**src/rtl/jrp_pkg.sv**
```systemverilog
`timescale 1ns / 1ps
// ============================================================================
// Job request pacer package
// Widths, register indexes, event codes and reset values shared by the
// pacer design.
// ============================================================================
package jrp_pkg;

   // Field and datapath widths.
   localparam int NOW_W        = 48;
   localparam int COUNT_W      = 32;
   localparam int SUM_W        = COUNT_W + 1;
   localparam int MS_PER_SEC   = 1000;
   localparam int MS_PER_SEC_W = 10;
   localparam int NUM_W        = SUM_W + MS_PER_SEC_W;
   localparam int RATE_W       = 32;
   localparam int REQ_W        = 8;
   localparam int SRC_W        = 8;
   localparam int BASE_W       = 16;
   localparam int DELAY_W      = 20;
   localparam int ATT_W        = 4;
   localparam int BACKOFF_W    = BASE_W + (1 << ATT_W) - 1;
   localparam int DIV_CNT_W    = $clog2(NUM_W + 1);

   localparam logic [ATT_W-1:0]   ATT_MAX   = '1;
   localparam logic [COUNT_W-1:0] COUNT_MAX = '1;
   localparam logic [RATE_W-1:0]  RATE_MAX  = '1;

   // Stream words.
   localparam int REQ_TDATA_W = 56;
   localparam int REQ_TUSER_W = 3;
   localparam int RSP_TDATA_W = 40;
   localparam int RSP_TUSER_W = 2;

   // Configuration port.
   localparam int CSR_INDEX_W = 4;
   localparam int CSR_DATA_W  = 20;

   localparam logic [CSR_INDEX_W-1:0] REG_MIN_REQUEST      = 4'd0;
   localparam logic [CSR_INDEX_W-1:0] REG_MAX_REQUEST      = 4'd1;
   localparam logic [CSR_INDEX_W-1:0] REG_BCAST_BASE_DELAY = 4'd2;
   localparam logic [CSR_INDEX_W-1:0] REG_BCAST_MAX_DELAY  = 4'd3;
   localparam logic [CSR_INDEX_W-1:0] REG_ADHOC_BASE_DELAY = 4'd4;
   localparam logic [CSR_INDEX_W-1:0] REG_ADHOC_MAX_DELAY  = 4'd5;
   localparam logic [CSR_INDEX_W-1:0] REG_RATE_WINDOW      = 4'd6;
   localparam logic [CSR_INDEX_W-1:0] REG_MIN_ELAPSED      = 4'd7;

   // Register reset values.
   localparam logic [REQ_W-1:0]   RST_MIN_REQUEST      = 8'd5;
   localparam logic [REQ_W-1:0]   RST_MAX_REQUEST      = 8'd100;
   localparam logic [BASE_W-1:0]  RST_BCAST_BASE_DELAY = 16'd2000;
   localparam logic [DELAY_W-1:0] RST_BCAST_MAX_DELAY  = 20'd30000;
   localparam logic [BASE_W-1:0]  RST_ADHOC_BASE_DELAY = 16'd25;
   localparam logic [DELAY_W-1:0] RST_ADHOC_MAX_DELAY  = 20'd2000;
   localparam logic [DELAY_W-1:0] RST_RATE_WINDOW      = 20'd5000;
   localparam logic [BASE_W-1:0]  RST_MIN_ELAPSED      = 16'd50;

   // Event kinds.
   localparam logic OP_IMPORT = 1'b0;
   localparam logic OP_NEED   = 1'b1;

   // Parameter defaults.
   localparam int DEF_TIME_BITS = 48;
   localparam int DEF_BUCKET_MS = 1000;

endpackage

```
**src/rtl/job_request_pacer.sv**
```systemverilog
`timescale 1ns / 1ps
// ============================================================================
// Job request pacer
// Keeps a two-bucket import counter, estimates the import rate and decides
// broadcast and targeted requests for more work under exponential backoff.
// ============================================================================
// An import event passes through the import and hand-off states before the
// block is ready again. Most of a need event's time is spent in one
// bit-serial restoring divider that retires one quotient bit a cycle: a first
// pass over the 43-bit scaled count for the rate (count * 1000 / elapsed,
// rounded up) and a second pass over the 32-bit rate for the per-source share
// of that rate. The second pass is skipped when there are no sources, the first
// when the current bucket is older than the rate window. The result word sits
// in an output register, so the next event is taken while it waits to be read.
// Configuration words are taken at any time and must only be written while
// the block is idle.
module job_request_pacer
   import jrp_pkg::*;
#(
   parameter int TIME_BITS = DEF_TIME_BITS,
   parameter int BUCKET_MS = DEF_BUCKET_MS
) (
   input  logic                   clock,
   input  logic                   reset,
   // Event channel.
   input  logic                   req_tvalid,
   output logic                   req_tready,
   input  logic [REQ_TDATA_W-1:0] req_tdata,   // now_ms[47:0], num_sources[55:48]
   input  logic [REQ_TUSER_W-1:0] req_tuser,   // op[0], reached_zero[1], new_source[2]
   // Result channel.
   output logic                   rsp_tvalid,
   input  logic                   rsp_tready,
   output logic [RSP_TDATA_W-1:0] rsp_tdata,   // request_count[7:0], import_rate[39:8]
   output logic [RSP_TUSER_W-1:0] rsp_tuser,   // send_broadcast[0], send_targeted[1]
   // Configuration write channel.
   input  logic                   csr_valid,
   output logic                   csr_ready,
   input  logic [CSR_INDEX_W-1:0] csr_index,
   input  logic [CSR_DATA_W-1:0]  csr_data
);

   localparam int REM_W = TIME_BITS + 1;

   typedef enum logic [8:0] {
      S_IDLE   = 9'b000000001,
      S_WIN    = 9'b000000010,
      S_FLOOR  = 9'b000000100,
      S_DIV    = 9'b000001000,
      S_RATE   = 9'b000010000,
      S_FETCH  = 9'b000100000,
      S_DECIDE = 9'b001000000,
      S_IMPORT = 9'b010000000,
      S_OUT    = 9'b100000000
   } state_type;

   state_type state_ff, state_in;

   // Configuration registers.
   logic [REQ_W-1:0]   min_request_ff, max_request_ff;
   logic [BASE_W-1:0]  bcast_base_ff, adhoc_base_ff, min_elapsed_ff;
   logic [DELAY_W-1:0] bcast_max_ff, adhoc_max_ff, rate_window_ff;

   // Pacer state.
   logic [ATT_W-1:0]     bcast_att_ff, bcast_att_in;
   logic [ATT_W-1:0]     adhoc_att_ff, adhoc_att_in;
   logic [TIME_BITS-1:0] last_bcast_ff, last_bcast_in;
   logic [TIME_BITS-1:0] last_adhoc_ff, last_adhoc_in;
   logic [TIME_BITS-1:0] cur_time_ff, cur_time_in;
   logic [TIME_BITS-1:0] prev_time_ff, prev_time_in;
   logic [COUNT_W-1:0]   cur_count_ff, cur_count_in;
   logic [COUNT_W-1:0]   prev_count_ff, prev_count_in;

   // Captured event.
   logic                 op_ff, zero_ff, fresh_ff;
   logic [TIME_BITS-1:0] now_ff;
   logic [SRC_W-1:0]     src_ff;

   // Working registers.
   logic                 win_ok_ff, win_ok_in;
   logic [SUM_W-1:0]     sum_ff, sum_in;
   logic [NUM_W-1:0]     div_num_ff, div_num_in;
   logic [NUM_W-1:0]     div_quo_ff, div_quo_in;
   logic [REM_W-1:0]     div_rem_ff, div_rem_in;
   logic [TIME_BITS-1:0] div_den_ff, div_den_in;
   logic [DIV_CNT_W-1:0] div_cnt_ff, div_cnt_in;
   logic                 pass_ff, pass_in;
   logic [RATE_W-1:0]    rate_ff, rate_in;
   logic [DELAY_W-1:0]   bdelay_ff, bdelay_in;
   logic [DELAY_W-1:0]   adelay_ff, adelay_in;
   logic                 res_bc_ff, res_bc_in;
   logic                 res_tg_ff, res_tg_in;
   logic [REQ_W-1:0]     res_count_ff, res_count_in;

   // Output register.
   logic                   rsp_valid_ff, rsp_valid_in;
   logic [RSP_TDATA_W-1:0] rsp_data_ff, rsp_data_in;
   logic [RSP_TUSER_W-1:0] rsp_user_ff, rsp_user_in;

   // Elapsed times, saturating at zero when time runs backwards.
   logic [TIME_BITS:0]   d_cur, d_prev, d_bcast, d_adhoc;
   logic [TIME_BITS-1:0] since_cur, since_prev, since_bcast, since_adhoc;

   assign d_cur   = {1'b0, now_ff} - {1'b0, cur_time_ff};
   assign d_prev  = {1'b0, now_ff} - {1'b0, prev_time_ff};
   assign d_bcast = {1'b0, now_ff} - {1'b0, last_bcast_ff};
   assign d_adhoc = {1'b0, now_ff} - {1'b0, last_adhoc_ff};

   assign since_cur   = d_cur[TIME_BITS]   ? '0 : d_cur[TIME_BITS-1:0];
   assign since_prev  = d_prev[TIME_BITS]  ? '0 : d_prev[TIME_BITS-1:0];
   assign since_bcast = d_bcast[TIME_BITS] ? '0 : d_bcast[TIME_BITS-1:0];
   assign since_adhoc = d_adhoc[TIME_BITS] ? '0 : d_adhoc[TIME_BITS-1:0];

   // Handshakes.
   assign req_tready = (state_ff == S_IDLE);
   assign csr_ready  = 1'b1;
   assign rsp_tvalid = rsp_valid_ff;
   assign rsp_tdata  = rsp_data_ff;
   assign rsp_tuser  = rsp_user_ff;

   // Datapath helpers.
   logic [REM_W-1:0]     rem_shift;
   logic                 rem_ge;
   logic [NUM_W:0]       rate_ceil;
   logic [RATE_W-1:0]    rate_sat;
   logic [TIME_BITS-1:0] elap_floor;
   logic [RATE_W-1:0]    fetch_raw;
   logic [REQ_W-1:0]     fetch_clamped;
   logic [BACKOFF_W-1:0] bshift, ashift;
   logic                 bc_fire, tg_fire;

   always_comb begin
      // One divider step: bring in the next numerator bit and try a subtract.
      rem_shift = {div_rem_ff[REM_W-2:0], div_num_ff[NUM_W-1]};
      rem_ge    = (rem_shift >= {1'b0, div_den_ff});

      // Round the rate up and saturate it to 32 bits.
      rate_ceil = {1'b0, div_quo_ff} + (NUM_W + 1)'(div_rem_ff != '0);
      rate_sat  = (rate_ceil[NUM_W:RATE_W] != '0) ? RATE_MAX : rate_ceil[RATE_W-1:0];

      // Floor the elapsed time, never below one millisecond.
      elap_floor = (div_den_ff < TIME_BITS'(min_elapsed_ff))
                   ? TIME_BITS'(min_elapsed_ff) : div_den_ff;
      if (elap_floor == '0) begin
         elap_floor = TIME_BITS'(1);
      end

      // Per-source count: the low clamp is tested before the high one.
      fetch_raw = (src_ff != '0) ? div_quo_ff[RATE_W-1:0] : RATE_W'(min_request_ff);
      if (fetch_raw < RATE_W'(min_request_ff)) begin
         fetch_clamped = min_request_ff;
      end else if (fetch_raw > RATE_W'(max_request_ff)) begin
         fetch_clamped = max_request_ff;
      end else begin
         fetch_clamped = fetch_raw[REQ_W-1:0];
      end

      // Backoff delays before the cap.
      bshift = BACKOFF_W'(bcast_base_ff) << bcast_att_ff;
      ashift = BACKOFF_W'(adhoc_base_ff) << adhoc_att_ff;

      // Send decisions.
      bc_fire = (since_bcast > TIME_BITS'(bdelay_ff));
      tg_fire = (zero_ff || (since_adhoc > TIME_BITS'(adelay_ff))) && (src_ff != '0);
   end

   // Sequencer.
   always_comb begin
      state_in      = state_ff;
      bcast_att_in  = bcast_att_ff;
      adhoc_att_in  = adhoc_att_ff;
      last_bcast_in = last_bcast_ff;
      last_adhoc_in = last_adhoc_ff;
      cur_time_in   = cur_time_ff;
      prev_time_in  = prev_time_ff;
      cur_count_in  = cur_count_ff;
      prev_count_in = prev_count_ff;
      win_ok_in     = win_ok_ff;
      sum_in        = sum_ff;
      div_num_in    = div_num_ff;
      div_quo_in    = div_quo_ff;
      div_rem_in    = div_rem_ff;
      div_den_in    = div_den_ff;
      div_cnt_in    = div_cnt_ff;
      pass_in       = pass_ff;
      rate_in       = rate_ff;
      bdelay_in     = bdelay_ff;
      adelay_in     = adelay_ff;
      res_bc_in     = res_bc_ff;
      res_tg_in     = res_tg_ff;
      res_count_in  = res_count_ff;
      rsp_valid_in  = rsp_valid_ff;
      rsp_data_in   = rsp_data_ff;
      rsp_user_in   = rsp_user_ff;

      // The consumer takes the waiting word.
      if (rsp_valid_ff && rsp_tready) begin
         rsp_valid_in = 1'b0;
      end

      case (state_ff)
         S_IDLE: begin
            if (req_tvalid) begin
               state_in = (req_tuser[0] == OP_NEED) ? S_WIN : S_IMPORT;
            end
         end

         // Rate window check, raw elapsed time and bucket sum.
         S_WIN: begin
            win_ok_in  = !(since_cur > TIME_BITS'(rate_window_ff));
            div_den_in = since_prev;
            sum_in     = SUM_W'(prev_count_ff) + SUM_W'(cur_count_ff);
            state_in   = S_FLOOR;
         end

         // Floor the divisor and scale the count to items per second.
         S_FLOOR: begin
            div_den_in = elap_floor;
            div_num_in = NUM_W'(sum_ff) * NUM_W'(MS_PER_SEC);
            div_quo_in = '0;
            div_rem_in = '0;
            div_cnt_in = DIV_CNT_W'(NUM_W);
            pass_in    = 1'b0;
            state_in   = win_ok_ff ? S_DIV : S_RATE;
         end

         // Bit-serial restoring division, one quotient bit a cycle.
         S_DIV: begin
            div_num_in = {div_num_ff[NUM_W-2:0], 1'b0};
            div_quo_in = {div_quo_ff[NUM_W-2:0], rem_ge};
            div_rem_in = rem_ge ? (rem_shift - {1'b0, div_den_ff}) : rem_shift;
            div_cnt_in = div_cnt_ff - DIV_CNT_W'(1);
            if (div_cnt_ff == DIV_CNT_W'(1)) begin
               state_in = pass_ff ? S_FETCH : S_RATE;
            end
         end

         // Rate result; start the per-source share if there are sources and work is due.
         S_RATE: begin
            rate_in = rate_sat;
            if (zero_ff && (rate_sat == '0)) begin
               res_bc_in    = 1'b0;
               res_tg_in    = 1'b0;
               res_count_in = '0;
               state_in     = S_OUT;
            end else if (src_ff != '0) begin
               div_num_in = {rate_sat, (NUM_W - RATE_W)'(0)};
               div_den_in = TIME_BITS'(src_ff);
               div_quo_in = '0;
               div_rem_in = '0;
               div_cnt_in = DIV_CNT_W'(RATE_W);
               pass_in    = 1'b1;
               state_in   = S_DIV;
            end else begin
               state_in = S_FETCH;
            end
         end

         // Clamp the count and cap both backoff delays.
         S_FETCH: begin
            res_count_in = fetch_clamped;
            bdelay_in    = (bshift > BACKOFF_W'(bcast_max_ff)) ? bcast_max_ff
                                                               : bshift[DELAY_W-1:0];
            adelay_in    = (ashift > BACKOFF_W'(adhoc_max_ff)) ? adhoc_max_ff
                                                               : ashift[DELAY_W-1:0];
            state_in     = S_DECIDE;
         end

         // Send decisions and backoff bookkeeping.
         S_DECIDE: begin
            res_bc_in = bc_fire;
            res_tg_in = tg_fire;
            if (bc_fire) begin
               last_bcast_in = now_ff;
               bcast_att_in  = (bcast_att_ff == ATT_MAX) ? ATT_MAX
                                                         : bcast_att_ff + ATT_W'(1);
            end
            if (tg_fire) begin
               last_adhoc_in = now_ff;
               adhoc_att_in  = (adhoc_att_ff == ATT_MAX) ? ATT_MAX
                                                         : adhoc_att_ff + ATT_W'(1);
            end
            state_in = S_OUT;
         end

         // Count one import, rolling the buckets when the current one is old.
         S_IMPORT: begin
            if (since_cur > TIME_BITS'(BUCKET_MS)) begin
               prev_time_in  = cur_time_ff;
               prev_count_in = cur_count_ff;
               cur_time_in   = now_ff;
               cur_count_in  = COUNT_W'(1);
            end else if (cur_count_ff != COUNT_MAX) begin
               cur_count_in = cur_count_ff + COUNT_W'(1);
            end
            adhoc_att_in = '0;
            if (fresh_ff) begin
               bcast_att_in = '0;
            end
            rate_in      = '0;
            res_bc_in    = 1'b0;
            res_tg_in    = 1'b0;
            res_count_in = '0;
            state_in     = S_OUT;
         end

         // Hand the result to the output register once it is free.
         S_OUT: begin
            if (!rsp_valid_ff || rsp_tready) begin
               rsp_valid_in = 1'b1;
               rsp_data_in  = {rate_ff, res_count_ff};
               rsp_user_in  = {res_tg_ff, res_bc_ff};
               state_in     = S_IDLE;
            end
         end

         default: begin
            state_in = S_IDLE;
         end
      endcase
   end

   // Control state and pacer state.
   always_ff @(posedge clock) begin
      if (reset) begin
         state_ff       <= S_IDLE;
         rsp_valid_ff   <= 1'b0;
         bcast_att_ff   <= '0;
         adhoc_att_ff   <= '0;
         last_bcast_ff  <= '0;
         last_adhoc_ff  <= '0;
         cur_time_ff    <= '0;
         prev_time_ff   <= '0;
         cur_count_ff   <= '0;
         prev_count_ff  <= '0;
         min_request_ff <= RST_MIN_REQUEST;
         max_request_ff <= RST_MAX_REQUEST;
         bcast_base_ff  <= RST_BCAST_BASE_DELAY;
         bcast_max_ff   <= RST_BCAST_MAX_DELAY;
         adhoc_base_ff  <= RST_ADHOC_BASE_DELAY;
         adhoc_max_ff   <= RST_ADHOC_MAX_DELAY;
         rate_window_ff <= RST_RATE_WINDOW;
         min_elapsed_ff <= RST_MIN_ELAPSED;
      end else begin
         state_ff      <= state_in;
         rsp_valid_ff  <= rsp_valid_in;
         bcast_att_ff  <= bcast_att_in;
         adhoc_att_ff  <= adhoc_att_in;
         last_bcast_ff <= last_bcast_in;
         last_adhoc_ff <= last_adhoc_in;
         cur_time_ff   <= cur_time_in;
         prev_time_ff  <= prev_time_in;
         cur_count_ff  <= cur_count_in;
         prev_count_ff <= prev_count_in;
         // Configuration word.
         if (csr_valid) begin
            case (csr_index)
               REG_MIN_REQUEST:      min_request_ff <= csr_data[REQ_W-1:0];
               REG_MAX_REQUEST:      max_request_ff <= csr_data[REQ_W-1:0];
               REG_BCAST_BASE_DELAY: bcast_base_ff  <= csr_data[BASE_W-1:0];
               REG_BCAST_MAX_DELAY:  bcast_max_ff   <= csr_data[DELAY_W-1:0];
               REG_ADHOC_BASE_DELAY: adhoc_base_ff  <= csr_data[BASE_W-1:0];
               REG_ADHOC_MAX_DELAY:  adhoc_max_ff   <= csr_data[DELAY_W-1:0];
               REG_RATE_WINDOW:      rate_window_ff <= csr_data[DELAY_W-1:0];
               REG_MIN_ELAPSED:      min_elapsed_ff <= csr_data[BASE_W-1:0];
               default: begin
               end
            endcase
         end
      end
   end

   // Payload registers.
   always_ff @(posedge clock) begin
      if (req_tvalid && req_tready) begin
         op_ff    <= req_tuser[0];
         zero_ff  <= req_tuser[1];
         fresh_ff <= req_tuser[2];
         now_ff   <= TIME_BITS'(req_tdata[NOW_W-1:0]);
         src_ff   <= req_tdata[NOW_W+SRC_W-1:NOW_W];
      end
      win_ok_ff    <= win_ok_in;
      sum_ff       <= sum_in;
      div_num_ff   <= div_num_in;
      div_quo_ff   <= div_quo_in;
      div_rem_ff   <= div_rem_in;
      div_den_ff   <= div_den_in;
      div_cnt_ff   <= div_cnt_in;
      pass_ff      <= pass_in;
      rate_ff      <= rate_in;
      bdelay_ff    <= bdelay_in;
      adelay_ff    <= adelay_in;
      res_bc_ff    <= res_bc_in;
      res_tg_ff    <= res_tg_in;
      res_count_ff <= res_count_in;
      rsp_data_ff  <= rsp_data_in;
      rsp_user_ff  <= rsp_user_in;
   end

`ifndef ASSERT_OFF
   // The divider never runs with an exhausted step count.
   a_div_count: assert property (@(posedge clock) disable iff (reset)
      (state_ff == S_DIV) |-> (div_cnt_ff != '0))
      else $error("divider running with zero steps left");

   // An import goes straight to the result hand-off and clears targeted backoff.
   a_import_clears: assert property (@(posedge clock) disable iff (reset)
      (state_ff == S_IMPORT) |=> (adhoc_att_ff == '0) && (state_ff == S_OUT)
                                  && (op_ff == OP_IMPORT))
      else $error("import event did not clear targeted attempts");

   // A broadcast stamps its own time.
   a_bcast_stamp: assert property (@(posedge clock) disable iff (reset)
      (state_ff == S_DECIDE) && bc_fire |=> (last_bcast_ff == $past(now_ff)))
      else $error("broadcast time not recorded");
`endif

endmodule

```
**config.mk**
```make
export PLATFORM = sky130hd
export DESIGN_NAME = job_request_pacer
export DESIGN_NICKNAME = d
export VERILOG_FILES = /design/src/rtl/jrp_pkg.sv /design/src/rtl/job_request_pacer.sv
export SDC_FILE = /design/constraint.sdc
export NUM_CORES = 2
export LEC_CHECK = 0
export BUFFER_PORTS_ARGS = -buffer_cell sky130_fd_sc_hd__buf_4
export CORE_MARGIN = 2
export CORE_UTILIZATION = 42
export CTS_BUF_LIST = sky130_fd_sc_hd__clkbuf_8 sky130_fd_sc_hd__clkbuf_16
export DETAILED_ROUTE_END_ITERATION = 7
export GPL_ROUTABILITY_DRIVEN = 0
export PLACE_DENSITY = 0.66
export RECOVER_POWER = 100
export SETUP_SLACK_MARGIN = 0.02
export SYNTH_ARGS = -nofsm -noshare
export SYNTH_HDL_FRONTEND = slang
export SYNTH_SLANG_ARGS = --single-unit
```
**constraint.sdc**
```tcl
create_clock -name clock -period 9.2 [get_ports clock]
set_input_delay 1.38 -clock clock [delete_from_list [all_inputs] [get_ports clock]]
set_output_delay 1.38 -clock clock [all_outputs]
set_load 0.02 [all_outputs]
```
After elaboration in Yosys (flattened, before gate mapping)
Index checks and enable logic that the tools add are counted.
{"block": "totals", "out_inout_bits": 45, "wordCells": 193, "regBits": 804, "in_bits": 88}
{"block": "op_classes", "reduce_logical": 44, "muxes": 58, "n_mul": 1, "shift": 2, "eq_ne": 29, "n_addsub": 11, "magnitude_cmp": 10}
{"op": "2-to-1 mux 48 bit", "count": 8}
{"op": "case mux 43 bit (3 select lines)", "count": 2}
{"op": "subtractor 48 x 48 -> 49 bit", "count": 4}
{"op": "2-to-1 mux 43 bit", "count": 4}
{"op": "2-to-1 mux 49 bit", "count": 3}
{"op": "case mux 49 bit (3 select lines)", "count": 1}
{"op": "> comparator 48 x 20 -> 1 bit", "count": 3}
{"op": "case mux 48 bit (3 select lines)", "count": 1}
{"op": "2-to-1 mux 32 bit", "count": 4}
{"op": "case mux 9 bit (8 select lines)", "count": 1}
{"op": "case mux 32 bit (2 select lines)", "count": 1}
{"op": "> comparator 31 x 20 -> 1 bit", "count": 2}
{"op": "left shift 16 x 4 -> 31 bit", "count": 2}
{"op": "greater-or-equal comparator 49 x 48 -> 1 bit", "count": 1}
{"op": "nonzero test 49 bit", "count": 1}
{"op": "subtractor 49 x 48 -> 49 bit", "count": 1}
{"op": "> comparator 48 x 10 -> 1 bit (second input constant)", "count": 1}
{"op": "logical NOT 48 bit", "count": 1}
{"op": "< comparator 48 x 16 -> 1 bit", "count": 1}
{"op": "adder 43 x 1 -> 44 bit", "count": 1}
{"op": "multiplier 33 x 7 -> 40 bit (second input constant)", "count": 1}
{"op": "2-to-1 mux 20 bit", "count": 2}
{"op": "2-to-1 mux 9 bit", "count": 4}
{"op": "adder 32 x 32 -> 33 bit", "count": 1}
{"op": "other kinds (43)", "count": 104}

Depth between registers and ports, before layout
{"block": "depth", "depth_word": 8, "mapped_depth": 31, "ltp_nobuf": 28}

Least setup slack after synthesis
OpenSTA, ideal clock, no wires.
{"block": "synth_timing", "kind": "flip-flop to flip-flop", "from": "register div_rem_ff[37]", "to": "register div_cnt_ff[0], enable pin", "setup_time_ns": 1.182, "path_slack_ns": 1.685, "path_stages_with_launch": 17, "synth_period_minus_slack_ns": 7.515, "t_required_ns": 8.018, "arrival_time_ns": 6.333, "path_buffers": 1, "path_cell_list": "edfxtp_1 nor4_1 nand4_1 or4_1 ha_1 and3_1 clkbuf_1 nor3b_1 and3_1 and3_1 nor4_1 a31oi_1 or4b_2 nor4_1 a31oi_1 a21oi_1 nand2_1"}
{"block": "synth_between", "elab_chain_cells": 8}
{"element": "start: declaration", "line": "job_request_pacer.sv:83", "source": "logic [REM_W-1:0] div_rem_ff, div_rem_in;"}
{"element": "start signal: assignment", "line": "job_request_pacer.sv:385", "source": "div_rem_ff <= div_rem_in;"}
{"element": "nonzero test 49 bit *", "line": "job_request_pacer.sv:137", "source": "rate_ceil = {1'b0, div_quo_ff} + (NUM_W + 1)'(div_rem_ff != '0);"}
{"element": "adder 43 x 1 -> 44 bit *", "line": "job_request_pacer.sv:137"}
{"element": "nonzero test 12 bit", "line": "job_request_pacer.sv:138", "source": "rate_sat = (rate_ceil[NUM_W:RATE_W] != '0) ? RATE_MAX : rate_ceil[RATE_W-1:0];"}
{"element": "2-to-1 mux 32 bit *", "line": "job_request_pacer.sv:138"}
{"element": "logical NOT 32 bit *", "line": "job_request_pacer.sv:240", "source": "if (zero_ff && (rate_sat == '0)) begin"}
{"element": "logical AND 1 bit *", "line": "job_request_pacer.sv:240"}
{"element": "!= test 2 bit (no line) *"}
{"element": "AND reduction 3 bit (no line) *"}
{"element": "end signal: assignment", "line": "job_request_pacer.sv:387", "source": "div_cnt_ff <= div_cnt_in;"}
{"element": "end: declaration", "line": "job_request_pacer.sv:85", "source": "logic [DIV_CNT_W-1:0] div_cnt_ff, div_cnt_in;"}
Mark *: on every way between the ends. The rest lies on a longest branch, timed or not.
A chain may end at the register's enable or synchronous reset.

Final worst setup path
{"block": "layout_timing", "from": "register now_ff[0]", "to": "register adhoc_att_ff[0]"}
{"block": "layout_between", "elab_chain_cells": 7}
{"element": "start: declaration", "line": "job_request_pacer.sv:75", "source": "logic [TIME_BITS-1:0] now_ff;"}
{"element": "start signal: assignment", "line": "job_request_pacer.sv:378", "source": "now_ff <= TIME_BITS'(req_tdata[NOW_W-1:0]);"}
{"element": "subtractor 48 x 48 -> 49 bit", "line": "job_request_pacer.sv:106", "source": "assign d_adhoc = {1'b0, now_ff} - {1'b0, last_adhoc_ff};"}
{"element": "2-to-1 mux 48 bit", "line": "job_request_pacer.sv:111", "source": "assign since_adhoc = d_adhoc[TIME_BITS] ? '0 : d_adhoc[TIME_BITS-1:0];"}
{"element": "> comparator 48 x 20 -> 1 bit", "line": "job_request_pacer.sv:163", "source": "tg_fire = (zero_ff || (since_adhoc > TIME_BITS'(adelay_ff))) && (src_ff != '0);"}
{"element": "logical OR 1 bit", "line": "job_request_pacer.sv:163"}
{"element": "logical AND 1 bit", "line": "job_request_pacer.sv:163"}
{"element": "!= test 2 bit (no line)"}
{"element": "AND reduction 2 bit (no line)"}
{"element": "end signal: assignment", "line": "job_request_pacer.sv:347", "source": "adhoc_att_ff <= adhoc_att_in;"}
{"element": "end: declaration", "line": "job_request_pacer.sv:65", "source": "logic [ATT_W-1:0] adhoc_att_ff, adhoc_att_in;"}
Every way passes these cells.

==> results.yml <==
floorplanning:
  initial_utilization_pct: 42.3
  die-area_sq_mm: 0.141
  io_pins: 133
  die_w_um: 376
  die_y_um: 376
  core_sq_mm: 0.137
  rows: 136
global_route:
  grt_use_total_pct: 22.1
  met2_usage_pct: 36.0
  use_met1_pct: 30.0
  grt.overflow.total: 0
  grt_pass1_wl_mm: 252
  antenna_found_initial: 12
  grt_pass1_vias: 45800
  busiest_layer: "met2"
  grt_max_degree: 131
  gr-usage-met3_pct: 3.34
logic_synthesis:
  ys_seq_area_share_pct: 34.5
  synth-async-reset-ratio_pct: 0
  synth_commonest_cells: "641 x nor2_1, 609 x a21oi_1, 512 x inv_1"
  synth_xor_area_share_pct: 4.26
  syn_inst: 6497
  synth_mux_area_share_pct: 6.53
  synth-adder-area-share_pct: 15.1
  synth.cell_area_sq_mm: 0.0582
  synth.most_common_cell: "nor2_1"
  synth_top_family_by_area: "compound AO/OA/AOI/OAI gates"
  synth_simple_gate_area_share_pct: 16.3
  synth_compound_area_share_pct: 18.0
  netlist_top_cells_area: "edfxtp_1 21%, dfxtp_1 14%, ha_1 11%"
  synth_top_area_share_pct: 20.8
  syn_nets: 7209
  synth_seq_cells: 801
  ys_warn_count: 0
  ys_types: 94
  synth_edf_count: 403
  syn_avg_cell_area_sq_um: 8.95
  synth_top_area_cell: "edfxtp_1"
  synth_ff_type: "edfxtp_1"
route:
  wl_mm: 161
  drc: 0
  drtIter0Drc: 4025
  firstDrtPassIters: 6
  postRouteAntennaNets: 0
  viasPerCell: 5.73
  vias: 48000
  routedWlPerCell_um: 19.2
clock_network:
  clk_pin_slew_worst_paths_ns: 0.06
  post_cts_resized: 0
  ctsHoldBuffers: 0
  cts_htree_levels: 3
  cts_buffer_depth: 3
  clkSinkCount: 801
  insertion_delay_ns: 0.70
  cts_setup_buffers: 0
  cts_root_buffer: "clkbuf_16"
  cts_tree: "done"
  numCtsBuffers: 90
timing:
  hold_viol_final: 0
  finalSetupViolations: 0
  tightestPinTransition_ns: 3.90
  report.final.slew_viol_count: 758
  fin_crit_sh_pct: 90.3
  worst_slew_margin_rel_pct: -160
  finalSetupTns_ns: 0
  finClkSkew_ns: 0.0329
  period_minus_slack_ns: 8.31
  fmax_mhz: 120
  rsz0062_at_grt: "no"
min_path:
  hold_depth: 0
  hold_end: "rsp_tdata[1]$_DFFE_PP_"
  hold_class: "reg -> reg"
  hp-start: "res_count_ff[1]$_SDFFCE_PN0P_"
setup_path:
  path_depth: 30
  worstSetupEndpointType: "register"
  critPathBufInv: 4
  rr_startpoint: "now_ff[0]$_DFFE_PP_"
  crit_family: "compound AO/OA/AOI/OAI gates"
  cpPeakStageDelay_ns: 0.58
  arrival_ns: 8.87
  startpoint_type: "register"
  critPathRequiredTime_ns: 9.76
  r2r-end: "adhoc_att_ff[0]$_SDFFE_PP0P_"
  worstSetupPathType: "reg -> reg"
  cp_slowest_cell: "or4_1"
  critPathMaxFanout: 90
  reg2reg_depth: 30
  rrSetupSlack_ns: 0.89
power_and_ir_drop:
  power_density_mw_per_mm2: 150
  ir_drop_uv: 132
  leakage_nw: 25.4
final_layout:
  drive_gt1_share_pct: 6.43
  finalNetCount: 7212
  final_util_pct: 46.2
  area_growth_pct: 9.33
  stdcell_count: 8376
status:
  violations: "max-capacitance violations, max-slew violations"
  status: "finished with violations"
placement:
  dp_hpwl_mm: 122
  placed_cells: 8202
  portBuffers: 131
job:
  cap_violations: 14
## report_power, final
part / switching [mW] / internal, mW
registers: 0.0525 / 3.82
clock network: 1.57 / 2.22
logic: 1.14 / 0.738
## per-stage QoR
step	setup WS (ns)	hold WS (ns)	cell area [sq um]	total power [mW]
6_report	0.891	0.417	63600	9.54
3_3_place_gp	1.37	0.405	60800	5.77
3_5_place_dp	1.17	0.405	60800	5.80
2_1_floorplan	1.68	0.400	58200	5.28
5_1_grt	0.372	0.423	63600	9.94
4_1_cts	1.10	0.418	64000	9.60
## cell type report
| cell class | count | area (sq um) |
|---|---|---|
| Clock inverter | 61 | 552 |
| Fill cell | 13200 | 73900 |
| Timing Repair Buffer | 197 | 1160 |
| Tap cell | 1794 | 2240 |
| Sequential cell | 801 | 20100 |
| Inverter | 516 | 1940 |
| Antenna cell | 6 | 15.0 |
| Clock buffer | 107 | 2560 |
| Multi-Input combinational cell | 4894 | 35000 |
## worst max-delay path by stage
| stage | start | endpoint | slack, ns |
|---|---|---|---|
| 2_1_floorplan | div_rem_ff[37]$_SDFFCE_PP0P_ | div_cnt_ff[0]$_DFFE_PP_ | 1.68 |
| 3_3_place_gp | now_ff[0]$_DFFE_PP_ | adhoc_att_ff[0]$_SDFFE_PP0P_ | 1.37 |
| 3_5_place_dp | now_ff[0]$_DFFE_PP_ | adhoc_att_ff[0]$_SDFFE_PP0P_ | 1.17 |
| 4_1_cts | now_ff[0]$_DFFE_PP_ | adhoc_att_ff[0]$_SDFFE_PP0P_ | 1.10 |
| 5_1_grt | now_ff[0]$_DFFE_PP_ | adhoc_att_ff[0]$_SDFFE_PP0P_ | 0.37 |
| 6_report | now_ff[0]$_DFFE_PP_ | adhoc_att_ff[0]$_SDFFE_PP0P_ | 0.89 |
## registers in the layout (all words and copies together) (netlist names), 20 cells and up
register / cells
div_quo_ff: 43
cur_time_ff: 48
bdelay_ff: 20
now_ff: 48
adhoc_max_ff: 20
adelay_ff: 20
rate_window_ff: 20
rsp_tdata: 40
div_num_ff: 40
div_den_ff: 48
div_rem_ff: 49
cur_count_ff: 32
rate_ff: 32
last_bcast_ff: 48
bcast_max_ff: 20
prev_time_ff: 48
sum_ff: 33
prev_count_ff: 32
last_adhoc_ff: 48
## kinds of logic (layout without fill, tap and decap cells)
| kind of cell | Yosys count | count (layout) |
|---|---|---|
| fa+ha+maj | 624 | 624 |
| other cells | 1 | 7 |
| compound gates | 1672 | 1672 |
| flops | 801 | 801 |
| buf+inv | 802 | 881 |
| mux | 357 | 357 |
| xor+xnor | 283 | 283 |
| simple gates | 1957 | 1957 |
## layout by cell type, fill, tap and decap left out, drive strengths merged, types with 88 or more instances in the layout
master	netlist	layout
nand2	493	493
nor3	88	88
o21ai	319	319
clkbuf	243	233
nor2	641	641
inv	512	533
mux2i	287	287
dfxtp	398	398
edfxtp	403	403
ha	496	496
xnor2	168	168
xor2	115	115
a21oi	609	609
nand3	115	115
a21o	188	188
nand4	115	115
fa	128	128
## routing by layer
layer,routed length (um),part of all wire [%]
met1,72500,45
met2,73000,45
met3,9590,6.0
met4,5640,3.5
met5,82,0.051
Power figures use the tool's default switching activity.
